<file path="src/hw/rtl/assert_macros.svh">
// Assertion helpers used by the RTL top.
`ifndef ASSERT_MACROS_SVH
`define ASSERT_MACROS_SVH

// Same-cycle implication, checked outside reset.
`define ASSERT_IMPLIES(label, clk, rst, ante, cons, msg) \
   label: assert property (@(posedge clk) disable iff (rst) (ante) |-> (cons)) \
      else $error(msg);

// Next-cycle implication, checked outside reset.
`define ASSERT_NEXT(label, clk, rst, ante, cons, msg) \
   label: assert property (@(posedge clk) disable iff (rst) (ante) |=> (cons)) \
      else $error(msg);

`endif

</file>
<file path="src/hw/rtl/tiec_pkg.sv">
package tiec_pkg;

   localparam int NUM_DECLS = 17;
   localparam logic [4:0] NO_SLOT = 5'd17;

   localparam logic [15:0] TYPE_SHORT  = 16'd3;
   localparam logic [15:0] TYPE_LONG   = 16'd4;
   localparam logic [15:0] TYPE_SSHORT = 16'd8;
   localparam logic [15:0] TYPE_SLONG  = 16'd9;
   localparam logic [15:0] TYPE_LAST   = 16'd12;

   typedef enum logic [2:0] {
      ST_OK,
      ST_UNSUPPORTED,
      ST_ZERO_COUNT,
      ST_PAST_END,
      ST_OUT_OF_ORDER,
      ST_UNKNOWN_TAG,
      ST_WRONG_TYPE,
      ST_WRONG_COUNT
   } status_type;

   typedef struct packed {
      logic        big_endian;
      logic [31:0] file_size;
   } cfg_type;

   typedef struct packed {
      logic        have;
      logic [15:0] tag;
   } hist_type;

   typedef struct packed {
      logic        commit;
      logic        first;
      logic        record;
      logic [15:0] tag;
   } hist_upd_type;

   typedef struct packed {
      status_type  status;
      logic [15:0] tag;
      logic [15:0] entry_type;
      logic [31:0] count;
      logic        is_reference;
      logic [31:0] value_word;
      logic [4:0]  table_slot;
   } result_type;

   // Declared tags, the allowed type mask (bit n for type n), and whether
   // the count must be exactly one.
   localparam logic [15:0] DECL_TAG [NUM_DECLS] = '{
      16'd256,   16'd257,   16'd258,   16'd269,   16'd270,   16'd271,
      16'd272,   16'd277,   16'd305,   16'd315,   16'd33434, 16'd33437,
      16'd34665, 16'd34853, 16'd34855, 16'd37386, 16'd41989
   };

   localparam logic [15:0] DECL_TYPEMASK [NUM_DECLS] = '{
      16'h0018, 16'h0018, 16'h0008, 16'h0004, 16'h0004, 16'h0004,
      16'h0004, 16'h0008, 16'h0004, 16'h0004, 16'h0020, 16'h0020,
      16'h0010, 16'h0010, 16'h0008, 16'h0020, 16'h0008
   };

   localparam logic DECL_COUNT_ONE [NUM_DECLS] = '{
      1'b1, 1'b1, 1'b0, 1'b0, 1'b0, 1'b0,
      1'b0, 1'b1, 1'b0, 1'b0, 1'b1, 1'b1,
      1'b1, 1'b1, 1'b0, 1'b1, 1'b1
   };

   function automatic logic [15:0] swap16(input logic [15:0] h);
      return {h[7:0], h[15:8]};
   endfunction

   function automatic logic [31:0] swap32(input logic [31:0] w);
      return {w[7:0], w[15:8], w[23:16], w[31:24]};
   endfunction

endpackage

</file>
<file path="src/hw/rtl/tiff_ifd_entry_checker_top.sv">
// TIFF directory entry checker.
// Input channel (req_*): one 12-byte directory entry per transfer as three raw
// 32-bit words plus a first-of-directory flag. Output channel (rsp_*): one
// result per entry with status, decoded tag, type, count, reference flag,
// value word and table slot, in input order.
// Both channels use valid/stall; a transfer happens when valid is high and
// stall is low. An accepted entry is held in the input register, checked in
// a single pass and moves into the result register once that register is
// empty or being taken; the result is offered on the output channel from there.
// Throughput is one entry per cycle while the receiver does not stall; the
// ordering check reads the last-tag register, which an entry with a
// supported type, a nonzero count, in range and in order updates as it moves
// into the result register; a rejected first entry of a directory clears it.
// When the receiver stalls, the result register holds; the input register
// still fills, and req_stall rises only once both registers are full.
// The APB port sets byte order (address 0) and file size (address 4); write
// them while no entry is in flight.
// Reset is synchronous: it empties both registers, clears the tag history,
// and sets little endian with a file size of zero.
`include "assert_macros.svh"

module tiff_ifd_entry_checker_top
   import tiec_pkg::*;
(
   input  logic        clock,
   input  logic        reset,
   input  logic        req_valid,
   output logic        req_stall,
   input  logic [31:0] req_head_bytes,
   input  logic [31:0] req_count_bytes,
   input  logic [31:0] req_value_bytes,
   input  logic        req_first_of_directory,
   output logic        rsp_valid,
   input  logic        rsp_stall,
   output logic [2:0]  rsp_status,
   output logic [15:0] rsp_tag,
   output logic [15:0] rsp_entry_type,
   output logic [31:0] rsp_count,
   output logic        rsp_is_reference,
   output logic [31:0] rsp_value_word,
   output logic [4:0]  rsp_table_slot,
   input  logic        psel,
   input  logic        penable,
   input  logic        pwrite,
   input  logic [2:0]  paddr,
   input  logic [31:0] pwdata,
   output logic [31:0] prdata,
   output logic        pready
);

   cfg_type      cfg;
   hist_type     hist;
   hist_upd_type upd;
   result_type   res;
   logic         record;
   logic [15:0]  rec_tag;

   logic         s1_valid_ff, s1_valid_in;
   logic [31:0]  s1_head_ff, s1_count_ff, s1_value_ff;
   logic         s1_first_ff;
   logic         rsp_valid_ff, rsp_valid_in;
   result_type   rsp_ff;
   logic         advance, req_xfer;

   tiec_csr u_csr (
      .clock   (clock),
      .reset   (reset),
      .psel    (psel),
      .penable (penable),
      .pwrite  (pwrite),
      .paddr   (paddr),
      .pwdata  (pwdata),
      .prdata  (prdata),
      .pready  (pready),
      .cfg     (cfg)
   );

   tiec_decode u_decode (
      .cfg                (cfg),
      .hist               (hist),
      .head_bytes         (s1_head_ff),
      .count_bytes        (s1_count_ff),
      .value_bytes        (s1_value_ff),
      .first_of_directory (s1_first_ff),
      .res                (res),
      .record             (record),
      .rec_tag            (rec_tag)
   );

   tiec_order_hist u_hist (
      .clock (clock),
      .reset (reset),
      .upd   (upd),
      .hist  (hist)
   );

   // advance the result register when it is empty or being taken
   assign advance   = !rsp_valid_ff || !rsp_stall;
   assign req_stall = s1_valid_ff && !advance;
   assign req_xfer  = req_valid && !req_stall;

   assign s1_valid_in  = req_stall ? 1'b1 : req_valid;
   assign rsp_valid_in = advance ? s1_valid_ff : rsp_valid_ff;

   assign upd.commit = s1_valid_ff && advance;
   assign upd.first  = s1_first_ff;
   assign upd.record = record;
   assign upd.tag    = rec_tag;

   always_ff @(posedge clock) begin
      if (reset) begin
         s1_valid_ff  <= 1'b0;
         rsp_valid_ff <= 1'b0;
      end else begin
         s1_valid_ff  <= s1_valid_in;
         rsp_valid_ff <= rsp_valid_in;
      end
   end

   always_ff @(posedge clock) begin
      if (req_xfer) begin
         s1_head_ff  <= req_head_bytes;
         s1_count_ff <= req_count_bytes;
         s1_value_ff <= req_value_bytes;
         s1_first_ff <= req_first_of_directory;
      end
      if (upd.commit) begin
         rsp_ff <= res;
      end
   end

   assign rsp_valid        = rsp_valid_ff;
   assign rsp_status       = rsp_ff.status;
   assign rsp_tag          = rsp_ff.tag;
   assign rsp_entry_type   = rsp_ff.entry_type;
   assign rsp_count        = rsp_ff.count;
   assign rsp_is_reference = rsp_ff.is_reference;
   assign rsp_value_word   = rsp_ff.value_word;
   assign rsp_table_slot   = rsp_ff.table_slot;

   `ASSERT_IMPLIES(a_stall_only_when_full, clock, reset, req_stall,
      s1_valid_ff && rsp_valid_ff, "input stalled while a register is free")
   `ASSERT_IMPLIES(a_ok_has_slot, clock, reset, rsp_valid_ff && rsp_ff.status == ST_OK,
      rsp_ff.table_slot != NO_SLOT, "accepted entry without a table slot")
   `ASSERT_IMPLIES(a_early_reject_clean, clock, reset,
      rsp_valid_ff && (rsp_ff.status == ST_UNSUPPORTED || rsp_ff.status == ST_ZERO_COUNT),
      !rsp_ff.is_reference && rsp_ff.value_word == 32'd0 && rsp_ff.table_slot == NO_SLOT,
      "rejected entry carries data")
   `ASSERT_NEXT(a_hist_follows_record, clock, reset, upd.commit && upd.record,
      hist.have && hist.tag == $past(upd.tag), "tag history not updated")

endmodule

</file>
<file path="src/hw/rtl/tiec_csr.sv">
module tiec_csr
   import tiec_pkg::*;
(
   input  logic        clock,
   input  logic        reset,
   input  logic        psel,
   input  logic        penable,
   input  logic        pwrite,
   input  logic [2:0]  paddr,
   input  logic [31:0] pwdata,
   output logic [31:0] prdata,
   output logic        pready,
   output cfg_type     cfg
);

   typedef enum logic {
      REG_BIG_ENDIAN,
      REG_FILE_SIZE
   } reg_idx_type;

   logic        big_endian_ff, big_endian_in;
   logic [31:0] file_size_ff, file_size_in;
   reg_idx_type sel;
   logic        wr_en;

   assign sel    = reg_idx_type'(paddr[2]);
   assign wr_en  = psel && penable && pwrite;
   assign pready = 1'b1;

   always_comb begin
      big_endian_in = big_endian_ff;
      file_size_in  = file_size_ff;
      if (wr_en) begin
         case (sel)
            REG_BIG_ENDIAN: big_endian_in = pwdata[0];
            REG_FILE_SIZE:  file_size_in  = pwdata;
            default:        ;
         endcase
      end
   end

   always_comb begin
      case (sel)
         REG_BIG_ENDIAN: prdata = {31'd0, big_endian_ff};
         REG_FILE_SIZE:  prdata = file_size_ff;
         default:        prdata = 32'd0;
      endcase
   end

   always_ff @(posedge clock) begin
      if (reset) begin
         big_endian_ff <= 1'b0;
         file_size_ff  <= 32'd0;
      end else begin
         big_endian_ff <= big_endian_in;
         file_size_ff  <= file_size_in;
      end
   end

   assign cfg.big_endian = big_endian_ff;
   assign cfg.file_size  = file_size_ff;

endmodule

</file>
<file path="src/hw/rtl/tiec_order_hist.sv">
module tiec_order_hist
   import tiec_pkg::*;
(
   input  logic         clock,
   input  logic         reset,
   input  hist_upd_type upd,
   output hist_type     hist
);

   logic        have_ff, have_in;
   logic [15:0] tag_ff, tag_in;

   always_comb begin
      have_in = have_ff;
      tag_in  = tag_ff;
      if (upd.commit) begin
         if (upd.record) begin
            have_in = 1'b1;
            tag_in  = upd.tag;
         end else if (upd.first) begin
            // new directory with a rejected first entry: forget the old one
            have_in = 1'b0;
            tag_in  = 16'd0;
         end
      end
   end

   always_ff @(posedge clock) begin
      if (reset) begin
         have_ff <= 1'b0;
         tag_ff  <= 16'd0;
      end else begin
         have_ff <= have_in;
         tag_ff  <= tag_in;
      end
   end

   assign hist.have = have_ff;
   assign hist.tag  = tag_ff;

endmodule

</file>
<file path="src/hw/rtl/tiec_decode.sv">
module tiec_decode
   import tiec_pkg::*;
(
   input  cfg_type      cfg,
   input  hist_type     hist,
   input  logic [31:0]  head_bytes,
   input  logic [31:0]  count_bytes,
   input  logic [31:0]  value_bytes,
   input  logic         first_of_directory,
   output result_type   res,
   output logic         record,
   output logic [15:0]  rec_tag
);

   logic [15:0] tag, etype;
   logic [31:0] cnt, val_word, val_half, val_sel;
   logic        type_ok, cnt_zero, is_ref, past_end, out_of_order, have_eff;
   logic [1:0]  size_log2;
   logic [34:0] nbytes;
   logic [35:0] end_pos;
   logic        hit;
   logic [4:0]  hit_slot;
   logic        hit_type_ok, hit_count_one;

   assign tag   = cfg.big_endian ? swap16(head_bytes[15:0])  : head_bytes[15:0];
   assign etype = cfg.big_endian ? swap16(head_bytes[31:16]) : head_bytes[31:16];
   assign cnt   = cfg.big_endian ? swap32(count_bytes) : count_bytes;

   assign val_word = cfg.big_endian ? swap32(value_bytes) : value_bytes;
   assign val_half = cfg.big_endian ?
      {swap16(value_bytes[31:16]), swap16(value_bytes[15:0])} : value_bytes;

   assign type_ok  = (etype != 16'd0) && (etype <= TYPE_LAST);
   assign cnt_zero = (cnt == 32'd0);

   always_comb begin
      case (etype[3:0])
         4'd3, 4'd8:         size_log2 = 2'd1;
         4'd4, 4'd9, 4'd11:  size_log2 = 2'd2;
         4'd5, 4'd10, 4'd12: size_log2 = 2'd3;
         default:            size_log2 = 2'd0;
      endcase
   end

   assign nbytes = {3'd0, cnt} << size_log2;
   assign is_ref = type_ok && !cnt_zero && (nbytes > 35'd4);

   always_comb begin
      if (is_ref)
         val_sel = val_word;
      else if (etype == TYPE_SHORT || etype == TYPE_SSHORT)
         val_sel = val_half;
      else if (etype == TYPE_LONG || etype == TYPE_SLONG)
         val_sel = val_word;
      else
         val_sel = value_bytes;
   end

   assign end_pos  = {1'b0, nbytes} + {4'd0, val_word};
   assign past_end = is_ref && (end_pos > {4'd0, cfg.file_size});

   assign have_eff     = hist.have && !first_of_directory;
   assign out_of_order = have_eff && (tag <= hist.tag);

   // tags are unique, so at most one slot hits
   always_comb begin
      hit           = 1'b0;
      hit_slot      = NO_SLOT;
      hit_type_ok   = 1'b0;
      hit_count_one = 1'b0;
      for (int i = 0; i < NUM_DECLS; i++) begin
         if (DECL_TAG[i] == tag) begin
            hit           = 1'b1;
            hit_slot      = 5'(i);
            hit_type_ok   = DECL_TYPEMASK[i][etype[3:0]];
            hit_count_one = DECL_COUNT_ONE[i];
         end
      end
   end

   assign record  = type_ok && !cnt_zero && !past_end && !out_of_order;
   assign rec_tag = tag;

   always_comb begin
      res.tag          = tag;
      res.entry_type   = etype;
      res.count        = cnt;
      res.is_reference = is_ref;
      res.value_word   = val_sel;
      res.table_slot   = NO_SLOT;
      if (!type_ok) begin
         res.status     = ST_UNSUPPORTED;
         res.count      = 32'd0;
         res.value_word = 32'd0;
      end else if (cnt_zero) begin
         res.status     = ST_ZERO_COUNT;
         res.value_word = 32'd0;
      end else if (past_end) begin
         res.status = ST_PAST_END;
      end else if (out_of_order) begin
         res.status = ST_OUT_OF_ORDER;
      end else if (!hit) begin
         res.status = ST_UNKNOWN_TAG;
      end else begin
         res.table_slot = hit_slot;
         if (!hit_type_ok)
            res.status = ST_WRONG_TYPE;
         else if (hit_count_one && cnt != 32'd1)
            res.status = ST_WRONG_COUNT;
         else
            res.status = ST_OK;
      end
   end

endmodule
</file>
<file path="config.mk">
export PLATFORM = sky130hd
export DESIGN_NAME = tiff_ifd_entry_checker_top
export DESIGN_NICKNAME = d
export VERILOG_FILES = /design/src/hw/rtl/tiec_pkg.sv /design/src/hw/rtl/tiff_ifd_entry_checker_top.sv /design/src/hw/rtl/tiec_csr.sv /design/src/hw/rtl/tiec_order_hist.sv /design/src/hw/rtl/tiec_decode.sv
export VERILOG_INCLUDE_DIRS = /design/src /design/src/hw/rtl
export SDC_FILE = /design/constraint.sdc
export NUM_CORES = 1
export LEC_CHECK = 0
export ABC_CLOCK_PERIOD_IN_PS = 7200
export BUFFER_PORTS_ARGS = -buffer_cell sky130_fd_sc_hd__buf_2
export CAP_MARGIN = 20
export CORE_UTILIZATION = 38
export DETAILED_ROUTE_END_ITERATION = 8
export GPL_TIMING_DRIVEN = 0
export PLACE_DENSITY = 0.65
export SYNTH_ARGS = -nofsm -noshare
export SYNTH_HDL_FRONTEND = slang
export SYNTH_SLANG_ARGS = --single-unit
</file>
<file path="constraint.sdc">
create_clock -name clock -period 7.2 [get_ports clock]
set_clock_uncertainty 0.15 [all_clocks]
set_input_delay 1.44 -clock clock [delete_from_list [all_inputs] [get_ports clock]]
set_output_delay 1.44 -clock clock [all_outputs]
set_load 0.01 [all_outputs]
</file>
==> results.md <==
- Status: finished clean
- Max clock buf depth: 3
- Post-Syn Nets: 1,959
- Post-synthesis sequential area ratio: 0.422
- Initial antenna violation count: 3
- Clock slew seen by the registers of the worst setup and hold paths: 60 ps
- # H-tree levels: 1
- Largest net degree at the start of global routing: 68
- Syn_area_per_cell: 9.68 um^2
- Relative slew slack: 0.296
- Flops & latches, synth: 254
- Pint: 3130 uW
- # DRC: 0
- Dpl hpwl: 47,900 um
- Post-DR wirelength/cell: ~23 um
- Fin area: 0.0215 mm^2
- Fill count: roughly 4,100
- Primary FF master, synth: edfxtp_1
- FP Rows: 76
- Unrepaired setup endpoints after global routing: yes
- Num CTS Buffers: 29
- Critical path buffers and inverters: 5
- Root Buffer: clkbuf_16
- Synth async-reset ratio: 0
- Critical Path Stages: 29
- Clock network power share: 0.315
- Die W: 212 um
- Initial DRC Count: 1,790
- Final net count: 2,331
- P&R area growth vs syn: 27.9%
- Startpoint types: flip-flop
- Area leader, netlist: edfxtp_1
- DIE AREA: 0.0451 mm^2
- Synth top area cells: edfxtp_1, dfxtp_1, ha_1
- Post-route ant nets: 0
- GRT Util Overall: 0.269
- Worst skew pair latency: approximately 580 ps
- Routability cong.: 0.964
- Power Density: 217 mW/mm^2
- Crit Path Class: reg -> reg
- Die Y: 212 um
- Top cell family by delay on the critical path: compound AO/OA/AOI/OAI gates
- CTS tree: yes
- Crit path from: u_csr.big_endian_ff$_SDFFE_PP0P_
- Post-synth top cells: edfxtp_1, nand2_1, a21oi_1
- P_sw: 1550 uW
- Tcrit/Tclk final: 0.989
- Initial Utilization: 0.388
- 1st-pass router iterations: 7
- Share of total power in combinational logic: 0.318
- Peak VDD IR: around 180 uV
- Critical Path RT: 7290 ps
- Sw Share: 0.332
- Vias in the first global route: roughly 16,000
- First-pass GRT wire length: roughly 92,000 um
- Max Cap Viol: 0
- Port bufs: 274
- Final Slew Violations: 0
- Slowest-stage cell, CP: o221ai_1
- Worst r2r src: u_csr.big_endian_ff$_SDFFE_PP0P_
- I/O pin count: 279
- Mapped Cells: 1,739
- Final min period: 7120 ps
- Crit path capture type: flip-flop
- Number of synthesized flops with an enable pin: between 200 and 250
- Leakage power: 0.00804 uW
- Final global-route overflow total: 0
- Most frequent cell after synthesis: edfxtp_1
- Max incr delay on CP: 550 ps
- DP Area: 0.0190 mm^2
- Hold-fix buffers, CTS: 0
- WL final: 63,300 um
- Worst slack, placed: -1940 ps
- Endpoints failing setup: 0
- Yosys warns: 0
- Worst EP arrival: 7220 ps
- Mapped Area: 0.0168 mm^2
- Sequential power share: 0.366
- Post-synth top area share: 0.360
- Final Hold Fails: 0
- Setup WS post-layout: between 70 and 80 ps
- Layout cells sized above 1: 0.308
- DR vias: 16,318
- Yosys cell types: 87
- Max Fclk: 140 MHz
- RR Endpoint: rsp_table_slot[4]$_SDFFCE_PP1P_
- Slew at the pin closest to its max-slew limit: 1030 ps
- Core Area: 0.0434 mm^2
- Critical path fanouts, max: 8
- Hold Crit Class: reg -> reg
- Critical path capture point: rsp_table_slot[4]$_SDFFCE_PP1P_
- Cells on worst reg2reg path: 29
- R2R setup slack: 80 ps
- Vias per cell: roughly 6.0
- CTS sink count: 254
## what timing repair did
action                                  CTS  global route
cloned                                    1             3
endpoints found under the setup margin   25            25
resized for setup                       166           105
buffers inserted                         32            30
pin swaps                                18            42
## through the flow
step | hold slack [ps] | TNS (ps) | util | total power, uW | instances
floorplan | 286 | 0 | - | 2570 | 1739
global placement | 293 | -183700 | 0.437 | 2930 | 2598
global route | 324 | -2400 | 0.496 | 4890 | 2720
detailed placement | 297 | -41440 | 0.439 | 2960 | 2603
CTS | 305 | 0 | 0.481 | 4550 | 2687
finish | 304 | 0 | 0.496 | 4680 | 2720
## routing by layer
layer  vias to the layer above  routed length (um)  GRT usage
li1                       7432                   -          -
met3                       145                4870     0.0464
met2                       776               29100      0.437
met1                      7961               26900      0.360
met4                         4                2380     0.0950
met5                         -                  28          0
## area by class of cell
type | instances | area [um^2] | share of cell area
diodes | 1 | 2.50 | 0.000116
well taps | 585 | 732 | 0.0340
repair buffers | 344 | 1990 | 0.0926
plain buffers | 109 | 806 | 0.0374
flip-flops and latches | 254 | 7110 | 0.330
clock buffers | 36 | 792 | 0.0368
multi-input cells | 1291 | 9600 | 0.446
clock inverters | 18 | 166 | 0.00773
inverters | 82 | 318 | 0.0148
## cells by family (layout without fill, tap and decap cells)
logic type               count (synthesis)  count (layout)  share of synthesized area
multiplexers                           119             119                     0.0773
XOR/XNOR                                37              37                     0.0193
other                                    1               2                   0.000223
buffers and inverters                  195             589                     0.0508
AND/OR/NAND/NOR                        501             501                      0.144
AO/OA/AOI/OAI                          551             552                      0.225
adder cells (fa/ha/maj)                 81              81                     0.0607
flip-flops                             254             254                      0.422
## registers in the layout (all words and copies together), names as in the netlist, 5 cells and up
name,flops
rsp_count,32
rsp_value_word,32
s1_count_ff,32
s1_head_ff,32
s1_value_ff,32
u_csr.file_size_ff,32
rsp_entry_type,16
rsp_tag,16
u_hist.tag_ff,16
rsp_table_slot,5
## power groups by stage
stage	Sequential [uW]	Clock [uW]	Combinational, uW
4_1_cts	1710	1520	1330
5_1_grt	1720	1560	1610
3_3_place_gp	1740	0	1190
3_5_place_dp	1740	0	1230
2_1_floorplan	1740	0	824
6_report	1710	1480	1490
## cell usage in the layout, fill, tap and decap left out, types with 25 or more instances in the layout
cell       synthesis  routed
buf_2             25     288
edfxtp_1         202     202
nand2_1          172     172
a21oi_1          145     136
nor2_1           133     130
buf_4             10      78
inv_1             79      77
ha_1              80      75
o21ai_0           84      69
mux2_2            62      61
dfxtp_1           52      51
a22oi_1           48      45
clkbuf_1          61      37
mux2i_1           51      31
clkbuf_16          0      29
nand3_1           29      28
a31oi_1           29      26
nand4_1           26      26
a22o_1            26      26
xnor2_1           25      25
## worst min-delay path by stage
stage	cells past startpoint	from	to	slack [ps]
3_5_place_dp	2	u_csr.file_size_ff[24]$_SDFFE_PP0P_	u_csr.file_size_ff[24]$_SDFFE_PP0P_	300
3_3_place_gp	2	u_csr.file_size_ff[7]$_SDFFE_PP0P_	u_csr.file_size_ff[7]$_SDFFE_PP0P_	290
2_1_floorplan	2	u_csr.file_size_ff[10]$_SDFFE_PP0P_	u_csr.file_size_ff[10]$_SDFFE_PP0P_	290
5_1_grt	2	u_csr.file_size_ff[16]$_SDFFE_PP0P_	u_csr.file_size_ff[16]$_SDFFE_PP0P_	320
4_1_cts	2	u_csr.file_size_ff[24]$_SDFFE_PP0P_	u_csr.file_size_ff[24]$_SDFFE_PP0P_	310
6_report	2	u_csr.file_size_ff[24]$_SDFFE_PP0P_	u_csr.file_size_ff[24]$_SDFFE_PP0P_	300
## worst min-delay path, cell delays in order, from the launching register on
cell and delay (ps):
dfxtp_1 300, nand2_1 50, a21oi_1 50
Power figures use the tool's default switching activity.
